## src/lmgr_pkg.sv

```systemverilog
// shared constants, types and font rom for the led matrix glyph rasterizer
package lmgr_pkg;

   localparam int MAX_DIM      = 128;
   localparam int DIM_W        = 8;
   localparam int COORD_W      = $clog2(MAX_DIM);
   localparam int INDEX_W      = 14;
   localparam int COLOR_W      = 24;
   localparam int CODE_W       = 8;
   localparam int GLYPH_ROWS   = 5;
   localparam int GLYPH_COLS   = 3;
   localparam int GLYPH_PIXELS = GLYPH_ROWS * GLYPH_COLS;
   localparam int CSR_INDEX_W  = 3;
   localparam int CSR_DATA_W   = 8;
   localparam int REQ_W        = 48;
   localparam int RSP_W        = 40;
   localparam int RSP_PAD      = RSP_W - INDEX_W - COLOR_W;

   localparam logic [CSR_INDEX_W-1:0] CSR_WIDTH    = 3'd0;
   localparam logic [CSR_INDEX_W-1:0] CSR_HEIGHT   = 3'd1;
   localparam logic [CSR_INDEX_W-1:0] CSR_ROTATION = 3'd2;
   localparam logic [CSR_INDEX_W-1:0] CSR_MIRROR   = 3'd3;
   localparam logic [CSR_INDEX_W-1:0] CSR_BOTTOM   = 3'd4;
   localparam logic [CSR_INDEX_W-1:0] CSR_ZIGZAG   = 3'd5;

   localparam logic [1:0] ROT_0   = 2'd0;
   localparam logic [1:0] ROT_90  = 2'd1;
   localparam logic [1:0] ROT_180 = 2'd2;
   localparam logic [1:0] ROT_270 = 2'd3;

   localparam logic [DIM_W-1:0] WIDTH_RESET  = 8'd32;
   localparam logic [DIM_W-1:0] HEIGHT_RESET = 8'd8;

   typedef logic [GLYPH_ROWS-1:0][GLYPH_COLS-1:0] glyph_type;

   typedef struct packed {
      logic [DIM_W-1:0] w;
      logic [DIM_W-1:0] h;
      logic [1:0]       rot;
      logic             mirror;
      logic             bottom;
      logic             zigzag;
   } cfg_type;

   typedef struct packed {
      logic [COORD_W-1:0] x;
      logic [COORD_W-1:0] y;
      logic [COLOR_W-1:0] color;
      logic               last;
   } pixel_type;

   function automatic glyph_type glyph_of(input logic [2:0] r0, input logic [2:0] r1,
                                          input logic [2:0] r2, input logic [2:0] r3,
                                          input logic [2:0] r4);
      glyph_type g;
      g = {r4, r3, r2, r1, r0};
      return g;
   endfunction

   // row r in g[r], bit 2 is the left column
   function automatic glyph_type glyph_rows(input logic [CODE_W-1:0] code);
      glyph_type g;
      case (code)
         8'h30: g = glyph_of(3'd7, 3'd5, 3'd5, 3'd5, 3'd7);
         8'h31: g = glyph_of(3'd2, 3'd6, 3'd2, 3'd2, 3'd7);
         8'h32: g = glyph_of(3'd7, 3'd1, 3'd7, 3'd4, 3'd7);
         8'h33: g = glyph_of(3'd7, 3'd1, 3'd7, 3'd1, 3'd7);
         8'h34: g = glyph_of(3'd5, 3'd5, 3'd7, 3'd1, 3'd1);
         8'h35: g = glyph_of(3'd7, 3'd4, 3'd7, 3'd1, 3'd7);
         8'h36: g = glyph_of(3'd7, 3'd4, 3'd7, 3'd5, 3'd7);
         8'h37: g = glyph_of(3'd7, 3'd1, 3'd2, 3'd2, 3'd2);
         8'h38: g = glyph_of(3'd7, 3'd5, 3'd7, 3'd5, 3'd7);
         8'h39: g = glyph_of(3'd7, 3'd5, 3'd7, 3'd1, 3'd7);
         8'h2D: g = glyph_of(3'd0, 3'd0, 3'd7, 3'd0, 3'd0);
         8'h2E: g = glyph_of(3'd0, 3'd0, 3'd0, 3'd0, 3'd2);
         8'h3A: g = glyph_of(3'd0, 3'd2, 3'd0, 3'd2, 3'd0);
         8'h41: g = glyph_of(3'd7, 3'd5, 3'd7, 3'd5, 3'd5);
         8'h42: g = glyph_of(3'd6, 3'd5, 3'd6, 3'd5, 3'd6);
         8'h43: g = glyph_of(3'd7, 3'd4, 3'd4, 3'd4, 3'd7);
         8'h44: g = glyph_of(3'd6, 3'd5, 3'd5, 3'd5, 3'd6);
         8'h45: g = glyph_of(3'd7, 3'd4, 3'd6, 3'd4, 3'd7);
         8'h46: g = glyph_of(3'd7, 3'd4, 3'd6, 3'd4, 3'd4);
         8'h48: g = glyph_of(3'd5, 3'd5, 3'd7, 3'd5, 3'd5);
         8'h49: g = glyph_of(3'd7, 3'd2, 3'd2, 3'd2, 3'd7);
         8'h4C: g = glyph_of(3'd4, 3'd4, 3'd4, 3'd4, 3'd7);
         8'h4D: g = glyph_of(3'd5, 3'd7, 3'd5, 3'd5, 3'd5);
         8'h4E: g = glyph_of(3'd5, 3'd7, 3'd7, 3'd7, 3'd5);
         8'h4F: g = glyph_of(3'd7, 3'd5, 3'd5, 3'd5, 3'd7);
         8'h52: g = glyph_of(3'd6, 3'd5, 3'd6, 3'd5, 3'd5);
         8'h53: g = glyph_of(3'd7, 3'd4, 3'd7, 3'd1, 3'd7);
         8'h54: g = glyph_of(3'd7, 3'd2, 3'd2, 3'd2, 3'd2);
         8'h55: g = glyph_of(3'd5, 3'd5, 3'd5, 3'd5, 3'd7);
         8'h56: g = glyph_of(3'd5, 3'd5, 3'd5, 3'd5, 3'd2);
         8'h57: g = glyph_of(3'd5, 3'd5, 3'd5, 3'd7, 3'd5);
         8'h59: g = glyph_of(3'd5, 3'd5, 3'd2, 3'd2, 3'd2);
         default: g = '0;
      endcase
      return g;
   endfunction

endpackage

```

## src/led_matrix_glyph_rasterizer.sv

```systemverilog
// top level: 3x5 font glyph rasterizer for a serpentine led matrix
//
// req channel: one beat per character (origin, code, color). rsp channel: one
// beat per lit pixel that lands on the matrix, carrying the strip index and
// the color; tlast marks the final beat of a character. characters that are
// unknown, blank or fully clipped produce no beats at all.
// csr port: a write at any edge with csr_wen high; change it only while idle.
// path: the first rsp beat of a character follows its req beat through the
// input register, font lookup and clip, then three pixel stages.
// throughput: one led write per cycle while rsp_tready stays high. the pixel
// serializer holds a character until its n visible pixels (at most 15) have
// left, and the next req beat is taken as the last pixel leaves it; the index
// stage uses one 7x8 multiplier.
// reset: registers return to 32x8, no rotation, no mirror, top start, no
// zigzag; all pipeline stages are emptied.
// stall: a low rsp_tready holds the stages up to the first gap and, once the
// serializer and input register fill, drops req_tready; nothing is lost or repeated.
module led_matrix_glyph_rasterizer (
   input  logic                            clock,
   input  logic                            reset,
   input  logic                            req_tvalid,
   output logic                            req_tready,
   // origin_x, origin_y, char_code, ink_color
   input  logic [lmgr_pkg::REQ_W-1:0]       req_tdata,
   output logic                            rsp_tvalid,
   input  logic                            rsp_tready,
   // led_index, led_color, zero fill
   output logic [lmgr_pkg::RSP_W-1:0]       rsp_tdata,
   output logic                            rsp_tlast,
   input  logic                            csr_wen,
   input  logic [lmgr_pkg::CSR_INDEX_W-1:0] csr_index,
   input  logic [lmgr_pkg::CSR_DATA_W-1:0]  csr_wdata
);
   import lmgr_pkg::*;

   logic [DIM_W-1:0] width_ff, height_ff;
   logic [1:0]       rotation_ff;
   logic             mirror_ff, bottom_ff, zigzag_ff;
   cfg_type          cfg;

   logic               s1_valid_ff;
   logic [DIM_W-1:0]   s1_ox_ff, s1_oy_ff;
   logic [CODE_W-1:0]  s1_code_ff;
   logic [COLOR_W-1:0] s1_color_ff;
   logic               s1_ready;

   logic                    s2_valid_ff, s2_valid_in;
   logic [GLYPH_PIXELS-1:0] s2_mask_ff, s2_mask_in;
   logic [DIM_W-1:0]        s2_ox_ff, s2_oy_ff;
   logic [COLOR_W-1:0]      s2_color_ff;

   glyph_type               glyph;
   logic [GLYPH_PIXELS-1:0] load_mask;
   logic [GLYPH_PIXELS-1:0] pick_onehot, rest_mask;
   logic [2:0]              pick_row;
   logic [1:0]              pick_col;
   logic                    s2_emit, s2_free, s2_load;
   logic                    pm_ready;
   pixel_type               pix;
   logic [INDEX_W-1:0]      rsp_index;
   logic [COLOR_W-1:0]      rsp_color;

   // csr registers
   always_ff @(posedge clock) begin
      if (reset) begin
         width_ff    <= WIDTH_RESET;
         height_ff   <= HEIGHT_RESET;
         rotation_ff <= ROT_0;
         mirror_ff   <= 1'b0;
         bottom_ff   <= 1'b0;
         zigzag_ff   <= 1'b0;
      end else if (csr_wen) begin
         case (csr_index)
            CSR_WIDTH:    width_ff    <= csr_wdata;
            CSR_HEIGHT:   height_ff   <= csr_wdata;
            CSR_ROTATION: rotation_ff <= csr_wdata[1:0];
            CSR_MIRROR:   mirror_ff   <= csr_wdata[0];
            CSR_BOTTOM:   bottom_ff   <= csr_wdata[0];
            CSR_ZIGZAG:   zigzag_ff   <= csr_wdata[0];
            default: ;
         endcase
      end
   end

   always_comb begin
      cfg.w      = (width_ff > DIM_W'(MAX_DIM)) ? DIM_W'(MAX_DIM) : width_ff;
      cfg.h      = (height_ff > DIM_W'(MAX_DIM)) ? DIM_W'(MAX_DIM) : height_ff;
      cfg.rot    = rotation_ff;
      cfg.mirror = mirror_ff;
      cfg.bottom = bottom_ff;
      cfg.zigzag = zigzag_ff;
   end

   // input register
   assign s1_ready   = !s1_valid_ff || s2_free;
   assign req_tready = s1_ready;

   always_ff @(posedge clock) begin
      if (reset) s1_valid_ff <= 1'b0;
      else if (s1_ready) s1_valid_ff <= req_tvalid;
   end

   always_ff @(posedge clock) begin
      if (s1_ready) begin
         s1_ox_ff    <= req_tdata[7:0];
         s1_oy_ff    <= req_tdata[15:8];
         s1_code_ff  <= req_tdata[23:16];
         s1_color_ff <= req_tdata[47:24];
      end
   end

   // font lookup and per pixel clip
   always_comb begin
      logic [DIM_W:0] x9, y9, w9, h9;
      logic           keep;
      glyph = glyph_rows(s1_code_ff);
      w9    = {1'b0, cfg.w};
      h9    = {1'b0, cfg.h};
      for (int r = 0; r < GLYPH_ROWS; r++) begin
         for (int c = 0; c < GLYPH_COLS; c++) begin
            x9   = {1'b0, s1_ox_ff} + (DIM_W+1)'(c);
            y9   = {1'b0, s1_oy_ff} + (DIM_W+1)'(r);
            keep = glyph[r][GLYPH_COLS-1-c] && (x9 < w9) && (y9 < h9);
            if (cfg.rot == ROT_90 &&
                !((y9 < w9) && ((w9 - (DIM_W+1)'(1) - x9) < h9))) keep = 1'b0;
            if (cfg.rot == ROT_270 &&
                !(((h9 - (DIM_W+1)'(1) - y9) < w9) && (x9 < h9))) keep = 1'b0;
            load_mask[r*GLYPH_COLS+c] = keep;
         end
      end
   end

   // pixel serializer, lowest row index then leftmost column first
   always_comb begin
      pick_row    = '0;
      pick_col    = '0;
      pick_onehot = '0;
      for (int r = GLYPH_ROWS - 1; r >= 0; r--) begin
         for (int c = GLYPH_COLS - 1; c >= 0; c--) begin
            if (s2_mask_ff[r*GLYPH_COLS+c]) begin
               pick_row    = 3'(r);
               pick_col    = 2'(c);
               pick_onehot = GLYPH_PIXELS'(1) << (r*GLYPH_COLS+c);
            end
         end
      end
   end

   assign rest_mask = s2_mask_ff & ~pick_onehot;
   assign s2_emit   = s2_valid_ff && (s2_mask_ff != '0) && pm_ready;
   assign s2_free   = !s2_valid_ff || (s2_mask_ff == '0) || (s2_emit && rest_mask == '0);
   assign s2_load   = s1_valid_ff && s2_free;

   always_comb begin
      s2_valid_in = s2_valid_ff;
      s2_mask_in  = s2_mask_ff;
      if (s2_load) begin
         s2_valid_in = 1'b1;
         s2_mask_in  = load_mask;
      end else if (s2_free) begin
         s2_valid_in = 1'b0;
      end else if (s2_emit) begin
         s2_mask_in  = rest_mask;
      end
   end

   always_ff @(posedge clock) begin
      if (reset) s2_valid_ff <= 1'b0;
      else s2_valid_ff <= s2_valid_in;
   end

   always_ff @(posedge clock) begin
      s2_mask_ff <= s2_mask_in;
      if (s2_load) begin
         s2_ox_ff    <= s1_ox_ff;
         s2_oy_ff    <= s1_oy_ff;
         s2_color_ff <= s1_color_ff;
      end
   end

   always_comb begin
      pix.x     = COORD_W'(s2_ox_ff + DIM_W'(pick_col));
      pix.y     = COORD_W'(s2_oy_ff + DIM_W'(pick_row));
      pix.color = s2_color_ff;
      pix.last  = (rest_mask == '0);
   end

   lmgr_pixel_map u_pixel_map (
      .clock     (clock),
      .reset     (reset),
      .cfg       (cfg),
      .in_valid  (s2_valid_ff && (s2_mask_ff != '0)),
      .in_ready  (pm_ready),
      .in_pix    (pix),
      .out_valid (rsp_tvalid),
      .out_ready (rsp_tready),
      .out_index (rsp_index),
      .out_color (rsp_color),
      .out_last  (rsp_tlast)
   );

   assign rsp_tdata = {{RSP_PAD{1'b0}}, rsp_color, rsp_index};

   a_index_on_matrix: assert property (@(posedge clock) disable iff (reset)
      rsp_tvalid |-> ({1'b0, rsp_index} < ((INDEX_W+1)'(cfg.w) * (INDEX_W+1)'(cfg.h))))
      else $error("led index beyond matrix");

   a_one_pixel_per_emit: assert property (@(posedge clock) disable iff (reset)
      (s2_emit && !s2_free) |=>
         ($countones(s2_mask_ff) == $countones($past(s2_mask_ff)) - 1))
      else $error("serializer dropped or kept extra pixels");

   a_empty_after_reset: assert property (@(posedge clock) disable iff (reset)
      $past(reset) |-> (!rsp_tvalid && !s2_valid_ff))
      else $error("pipeline not empty after reset");

endmodule

```

## src/lmgr_pixel_map.sv

```systemverilog
// three stage pixel pipeline: register, rotate and reflect, strip index
module lmgr_pixel_map (
   input  logic                        clock,
   input  logic                        reset,
   input  lmgr_pkg::cfg_type           cfg,
   input  logic                        in_valid,
   output logic                        in_ready,
   input  lmgr_pkg::pixel_type         in_pix,
   output logic                        out_valid,
   input  logic                        out_ready,
   output logic [lmgr_pkg::INDEX_W-1:0] out_index,
   output logic [lmgr_pkg::COLOR_W-1:0] out_color,
   output logic                        out_last
);
   import lmgr_pkg::*;

   logic               a_valid_ff;
   pixel_type          a_pix_ff;
   logic               b_valid_ff;
   logic [COORD_W-1:0] b_row_ff, b_row_in;
   logic [COORD_W-1:0] b_col_ff, b_col_in;
   logic [COLOR_W-1:0] b_color_ff;
   logic               b_last_ff;
   logic               c_valid_ff;
   logic [INDEX_W-1:0] c_index_ff, c_index_in;
   logic [COLOR_W-1:0] c_color_ff;
   logic               c_last_ff;

   logic a_ready, b_ready, c_ready;
   logic [DIM_W-1:0] w1, h1, xe, ye, rot_c, rot_r, mir_c, bot_r, zig_c;

   assign c_ready  = !c_valid_ff || out_ready;
   assign b_ready  = !b_valid_ff || c_ready;
   assign a_ready  = !a_valid_ff || b_ready;
   assign in_ready = a_ready;

   always_comb begin
      w1 = cfg.w - DIM_W'(1);
      h1 = cfg.h - DIM_W'(1);
      xe = DIM_W'(a_pix_ff.x);
      ye = DIM_W'(a_pix_ff.y);
      case (cfg.rot)
         ROT_90: begin
            rot_c = ye;
            rot_r = w1 - xe;
         end
         ROT_180: begin
            rot_c = w1 - xe;
            rot_r = h1 - ye;
         end
         ROT_270: begin
            rot_c = h1 - ye;
            rot_r = xe;
         end
         default: begin
            rot_c = xe;
            rot_r = ye;
         end
      endcase
      mir_c    = cfg.mirror ? w1 - rot_c : rot_c;
      bot_r    = cfg.bottom ? h1 - rot_r : rot_r;
      zig_c    = (cfg.zigzag && bot_r[0]) ? w1 - mir_c : mir_c;
      b_row_in = COORD_W'(bot_r);
      b_col_in = COORD_W'(zig_c);
   end

   assign c_index_in = INDEX_W'(b_row_ff) * INDEX_W'(cfg.w) + INDEX_W'(b_col_ff);

   always_ff @(posedge clock) begin
      if (reset) begin
         a_valid_ff <= 1'b0;
         b_valid_ff <= 1'b0;
         c_valid_ff <= 1'b0;
      end else begin
         if (a_ready) a_valid_ff <= in_valid;
         if (b_ready) b_valid_ff <= a_valid_ff;
         if (c_ready) c_valid_ff <= b_valid_ff;
      end
   end

   always_ff @(posedge clock) begin
      if (a_ready) a_pix_ff <= in_pix;
      if (b_ready) begin
         b_row_ff   <= b_row_in;
         b_col_ff   <= b_col_in;
         b_color_ff <= a_pix_ff.color;
         b_last_ff  <= a_pix_ff.last;
      end
      if (c_ready) begin
         c_index_ff <= c_index_in;
         c_color_ff <= b_color_ff;
         c_last_ff  <= b_last_ff;
      end
   end

   assign out_valid = c_valid_ff;
   assign out_index = c_index_ff;
   assign out_color = c_color_ff;
   assign out_last  = c_last_ff;

endmodule
```

## config.mk

```make
export PLATFORM = sky130hd
export DESIGN_NAME = led_matrix_glyph_rasterizer
export DESIGN_NICKNAME = d
export VERILOG_FILES = /design/src/lmgr_pkg.sv /design/src/led_matrix_glyph_rasterizer.sv /design/src/lmgr_pixel_map.sv
export SDC_FILE = /design/constraint.sdc
export NUM_CORES = 1
export LEC_CHECK = 0
export ABC_AREA = 1
export BUFFER_PORTS_ARGS = -buffer_cell sky130_fd_sc_hd__buf_2
export CAP_MARGIN = 10
export CORE_MARGIN = 5
export CORE_UTILIZATION = 57
export CTS_BUF_LIST = sky130_fd_sc_hd__clkbuf_8
export DETAILED_ROUTE_END_ITERATION = 16
export PLACE_DENSITY_LB_ADDON = 0.05
export SLEW_MARGIN = 20
export SYNTH_ARGS = -nofsm -noshare
export SYNTH_HDL_FRONTEND = slang
export SYNTH_SLANG_ARGS = --single-unit
```

## constraint.sdc

```tcl
create_clock -name clock -period 6.35 [get_ports clock]
set_input_delay 0.3175 -clock clock [delete_from_list [all_inputs] [get_ports clock]]
set_output_delay 0.3175 -clock clock [all_outputs]
set_load 0.05 [all_outputs]
```

==> results.toml, run 1 <==
[placement]
place_hpwl_um = 45800
numPortBuffers = 104
gp_congestion = 0.974
placed_area_mm2 = 0.0222
dp_worst_setup_slack_ns = 0.536

[route]
firstDrtPassIters = 7
wire_per_inst_um = 18.8
vias = 17500
drt_wl_total_um = 58800
first_iter_violations = 1118
ant_nets = 0
viasPerCell = 5.60
drc = 0

[sta]
relSlewSlack_pct = 32.1
slew_viol_final = 0
rsz0062_at_grt = "no"
skew_ns = 0.0662
worstMarginPinSlew_ns = 1.02
period_needed_ns = 5.48
hold_viol = 0
max_freq_mhz = 182
setup_slack_ns = 0.866
tns_ns = 0
finalSetupViolCount = 0
min_period_over_period_pct = 86.4

[grt]
antenna_found_initial = 0
grt_pass1_wl_um = 92600
grt_max_degree = 48
gr-total-overflow = 0
grt_pass1_vias = 17600
grt_use_total_pct = 28.7

[worst_setup_path]
cpMostUsedCell = "nor2_1"
crit_required_ns = 6.73
start_kind = "flip-flop"
slowest_delay_ns = 0.51
cp_slowest_cell = "ha_1"
critPathArrivalTime_ns = 5.86
worstSetupPathType = "reg2reg"
cp_top_family = "adder cells"
crit_path_end_kind = "flip-flop"
cp.buffers_inverters = 3
critPathMaxFanout = 15

[logic_synthesis]
synth_edf_count = 218
synth_top_area_share_pct = 31.3
syn_area_mm2 = 0.0209
yosys-top-cells-area = "edfxtp_1, ha_1, nand2_1, inv_1, fa_1"
synth_ff_type = "edfxtp_1"
avgSynthCellArea_um2 = 8.68
yosys.area.top_type = "edfxtp_1"
async_reset_ff_share_pct = 0
yosysUniqueCellTypes = 57
synth-seq-cells = 259
yosysSeqAreaShare_pct = 35.2
synthCells = 2408
yosys_warnings = 0

[power]
p_leak_nw = 11.3
ir_drop_mv = 0.176
finalPower_mw = 5.76
p_per_area_mw_per_mm2 = 244

[status]
status = "completed"

[clock_tree]
clk_pin_slew_ns = 0.06
numClockSinks = 259
cts_tree = "built"
root_buffer = "clkbuf_8"
clk_latency_ns = 0.64
clock_path_buffers = 3
htree_num_levels = 2
cts_made_buffers = 44

[floorplanning]
fp.dieH_um = 201
start_util_pct = 57.4
die-area_mm2 = 0.0406
placeableCoreArea_mm2 = 0.0364
row_count = 70
die_x_um = 201
io_pins = 107

[job]
drv_cap = 0

[hold_path]
hp-class = "in2reg"

[finish]
final_core_util_pct = 64.8
nets = 3043
diodes = 0
drive_above_1_share_pct = 9.73
area_growth_pct = 12.9
fin_area_mm2 = 0.0236
-- report_power, final --
group | total [mW] | leakage, nW | internal (mW) | switching (mW)
combinational | 2.19 | 8.23 | 0.806 | 1.39
clock | 1.47 | 0.501 | 0.759 | 0.709
sequential | 2.10 | 2.59 | 2.01 | 0.0900
-- cell type report --
| cell class | instances | area, um^2 |
|---|---|---|
| inverters | 382 | 1440 |
| repair buffers | 199 | 1380 |
| well taps | 468 | 586 |
| fillers | 3087 | 12800 |
| multi-input cells | 1741 | 12000 |
| flip-flops and latches | 259 | 7370 |
| clock inverters | 32 | 180 |
| clock buffers | 49 | 674 |
-- cells in the mapped netlist (all sizes together), types with 9 or more instances --
master  number
edfxtp     218
or2         11
o211ai      13
o21a        10
buf         12
ha         303
nand4       22
nor2       190
xor2        76
o31ai        9
a21o        12
a21oi      181
o21bai      20
clkbuf      15
dfxtp       41
nand3      117
o21ai      157
fa          49
nand2      428
nor3        22
inv        376
xnor2       47
a31oi       12
-- cells in the final DEF, fill, tap and decap left out, drive strengths merged, types with 58 or more instances in the layout --
cell type / Yosys / layout
a21oi: 181 / 181
buf: 12 / 141
dlygate4sd3: 0 / 58
edfxtp: 218 / 218
ha: 303 / 303
inv: 376 / 393
nand2: 428 / 428
nand3: 117 / 117
nor2: 190 / 190
o21ai: 157 / 157
xor2: 76 / 76
-- tightest hold or removal path, delay by kind of cell --
kind / cells / cell delay, ns
simple gates: 1 / 0.15
buf+inv: 1 / 0.11
compound gates: 1 / 0.09
-- metrics by stage --
| step | std cells | hold WS [ns] |
|---|---|---|
| floorplan | 2409 | 0.387 |
| global placement | 2989 | 0.400 |
| detailed placement | 2989 | 0.405 |
| CTS | 3128 | 0.0453 |
| global route | 3130 | 0.0896 |
| finish | 3130 | 0.0868 |
-- flip-flops by register name (all words and copies together) (netlist names), 8 cells and up, named ones only --
signal                  flops
s1_ox_ff                    8
u_pixel_map.a_pix_ff       39
width_ff                    8
height_ff                   8
u_pixel_map.out_index      14
s1_color_ff                24
u_pixel_map.out_color      24
s1_code_ff                  8
s2_color_ff                24
s2_mask_ff                 15
s1_oy_ff                    8
u_pixel_map.b_color_ff     24
-- worst paths after layout --
check	startpoint	depth (start not counted)	slack (ns)	end
max reg2reg	width_ff[7]	26	0.87	u_pixel_map.b_col_ff[6]
max	width_ff[7]	26	0.87	u_pixel_map.b_col_ff[6]
min reg2reg	s1_color_ff[1]	0	0.37	s2_color_ff[1]
min	csr_wen	3	0.09	bottom_ff
-- repair_timing --
action	in CTS	in global routing
gates resized for setup	0	1
endpoints found under the setup margin	0	1
hold buffers	58	0
setup buffers	0	2
endpoints found under the hold margin	60	0
-- per-layer routing --
metal  track usage, %  part of all wire, %  vias up
met5                0                    0        -
li1                 -                    -     8600
met3             3.77                  5.6      147
met1             36.0                   41     8190
met2             49.6                   48      583
met4             12.7                  4.7        0
-- cell families (layout without fill, tap and decap cells) --
kind of cell               after synthesis  in the layout  synth area share, %
and+or+nand+nor                        816            816                 17.0
AOI/OAI and AO/OA                      448            448                 12.2
buffers and inverters                  409            662                 7.56
other                                    1              2               0.0179
xor gates and xnor gates               123            123                 5.15
DFF                                    259            259                 35.2
adders and majority gates              352            352                 22.8
Power figures use the tool's default switching activity.
==> run 2: changes to the inputs <==
--- a/config.mk
+++ b/config.mk
@@ -16,4 +16,5 @@
 export SLEW_MARGIN = 20
 export SYNTH_ARGS = -nofsm -noshare
 export SYNTH_HDL_FRONTEND = slang
+export SYNTH_HIERARCHICAL = 1
 export SYNTH_SLANG_ARGS = --single-unit
==> run 2 against run 1 <==
Count of clock-buffer cells in the layout shrank 5. Sequential share of layout area shrank 0.78 points. First-iteration DRC count is 3.3% higher. Synthesized cell count rose by 7.1%. Design area is 2.6% higher. Combinational power grew 6%. Sequential power up 2%. Worst hold slack got worse by 0.022 ns. Critical endpoint is now u_pixel_map/b_col_ff[6]. Largest cell class unchanged.
==> results.toml, run 2 <==
[route]
firstDrtPassIters = 6
vias = 18400
wire_per_inst_um = 17.9
drt_wl_total_um = 59100
ant_nets = 0
drc = 0
viasPerCell = 5.58
first_iter_violations = 1155

[finish]
nets = 3179
final_common_cell = "nand2_1"
most-common-layout-cells = "nand2_1, inv_1, ha_1"
regArea_mm2 = 0.00737
fin_area_mm2 = 0.0242
largest_reg_flops = 39
multi_input_area_mm2 = 0.0127
diodes = 0
drive_above_1_share_pct = 8.49
regMostFlops = "u_pixel_map/a_pix_ff"
final_core_util_pct = 64.3
area_growth_pct = 11.3
fill_cells = 3256

[floorplanning]
row_count = 71
die-area_mm2 = 0.0422
fp.dieH_um = 205
start_util_pct = 57.8
io_pins = 107
placeableCoreArea_mm2 = 0.0377
die_x_um = 205

[sta]
setup_slack_ns = 0.640
hold-worst-slack_ns = 0.0648
period_needed_ns = 5.71
min_period_over_period_pct = 89.9
worstMarginPinSlew_ns = 0.965
tns_ns = 0
rsz0062_at_grt = "no"
skew_ns = 0.0316
hold_viol = 0
slew_viol_final = 0
finalSetupViolCount = 0
max_freq_mhz = 175
relSlewSlack_pct = 35.4

[clock_tree]
root_buffer = "clkbuf_8"
ctsResizeCount = 0
cts_made_buffers = 44
cts_tree = "built"
clk_latency_ns = 0.60
numClockSinks = 259
htree_num_levels = 2
clock_path_buffers = 3
clk_pin_slew_ns = 0.07

[worst_setup_path]
endpoint = "u_pixel_map/b_col_ff[6]"
crit_path_end_kind = "flip-flop"
critPathArrivalTime_ns = 6.07
slowest_delay_ns = 0.44
start_kind = "flip-flop"
rr_endpoint = "u_pixel_map/b_col_ff[6]"
cp_slowest_cell = "xor2_1"
critPathMaxFanout = 20
rr_worst_depth = 32
rr_startpoint = "width_ff[7]"
cpMostUsedCell = "nand2_1"
crit_required_ns = 6.71
worstSetupPathType = "reg2reg"
reg2reg_slack_ns = 0.64
crit_start = "width_ff[7]"

[hold_path]
hold_start = "csr_index[0]"
hp-class = "in2reg"

[grt]
grt_pass1_wl_um = 93400
grt_use_total_pct = 27.8
grt_max_degree = 62
grt_pass1_vias = 18200
gr-total-overflow = 0
antenna_found_initial = 0

[job]
drv_cap = 0

[status]
status = "completed"

[placement]
numPortBuffers = 104
place_hpwl_um = 46200
dp_worst_setup_slack_ns = 0.776
gp_congestion = 0.947
placed_area_mm2 = 0.0228

[power]
power_frac_comb_pct = 39.1
ir_drop_mv = 0.226
p_int_mw = 3.65
p_leak_nw = 11.8
power_frac_seq_pct = 35.9
p_sw_mw = 2.31
p_sw_share_pct = 38.8
p_per_area_mw_per_mm2 = 246
clkPwrFrac_pct = 25.0

[logic_synthesis]
syn_area_mm2 = 0.0218
avgSynthCellArea_um2 = 8.44
yosys_warnings = 6
synthCells = 2578
[run 2: changes by cell type in the layout (fill, tap and decap cells not counted), sizes merged, moves of 24 or more]
cell	before	now
nand2	428	552
nand3	117	182
inv	393	417
nand4	22	62
buf	141	117
o21ai	157	105
[run 2: worst max-delay path, delay by kind of cell, from the launching register on]
kind | cells | cell delay, ns
adders and majority gates | 4 | 1.31
DFF | 1 | 0.42
xor gates and xnor gates | 2 | 0.66
and+or+nand+nor | 16 | 1.57
buffers and inverters | 5 | 0.75
AOI/OAI and AO/OA | 5 | 0.75
[run 2: final cells by class]
| class | instances | share of cell area [%] |
|---|---|---|
| multi-input cells | 1877 | 52.3 |
| flip-flops and latches | 259 | 30.4 |
| inverters | 402 | 6.24 |
| repair buffers | 171 | 4.79 |
| well taps | 511 | 2.64 |
| clock buffers | 44 | 2.50 |
| clock inverters | 38 | 1.07 |
[run 2: worst min path at each step]
stage | end | slack [ns] | depth (start not counted)
finish | mirror_ff | 0.06 | 3
global route | mirror_ff | 0.06 | 3
CTS | mirror_ff | 0.009 | 3
detailed placement | s2_color_ff[5] | 0.40 | 0
global placement | u_pixel_map/out_color[7] | 0.40 | 0
floorplan | s1_valid_ff | 0.39 | 1
[run 2: repair_timing]
item	4_1_cts	5_1_grt
buffers inserted	0	0
endpoints found under the setup margin	0	0
endpoints found under the hold margin	56	0
hold buffers	54	0
[run 2: stage by stage]
stage	instances	power [mW]
global route	3302	6.39
CTS	3302	5.99
floorplan	2579	3.86
global placement	3166	4.39
finish	3302	5.96
detailed placement	3166	4.46
[run 2: layer usage]
layer	vias to the layer above	global-route usage [%]	routed length, um
li1	9052	-	-
met1	8677	34.6	24500
met2	547	49.2	29100
met3	135	4.07	3240
met4	0	10.3	2270
met5	-	0	0
[run 2: power groups by stage]
| stage | registers, mW | logic (mW) | clock network (mW) |
|---|---|---|---|
| 6_report | 2.14 | 2.33 | 1.49 |
| 5_1_grt | 2.15 | 2.62 | 1.62 |
| 4_1_cts | 2.14 | 2.32 | 1.53 |
| 3_5_place_dp | 2.17 | 2.28 | 0 |
| 3_3_place_gp | 2.17 | 2.22 | 0 |
| 2_1_floorplan | 2.28 | 1.58 | 0 |
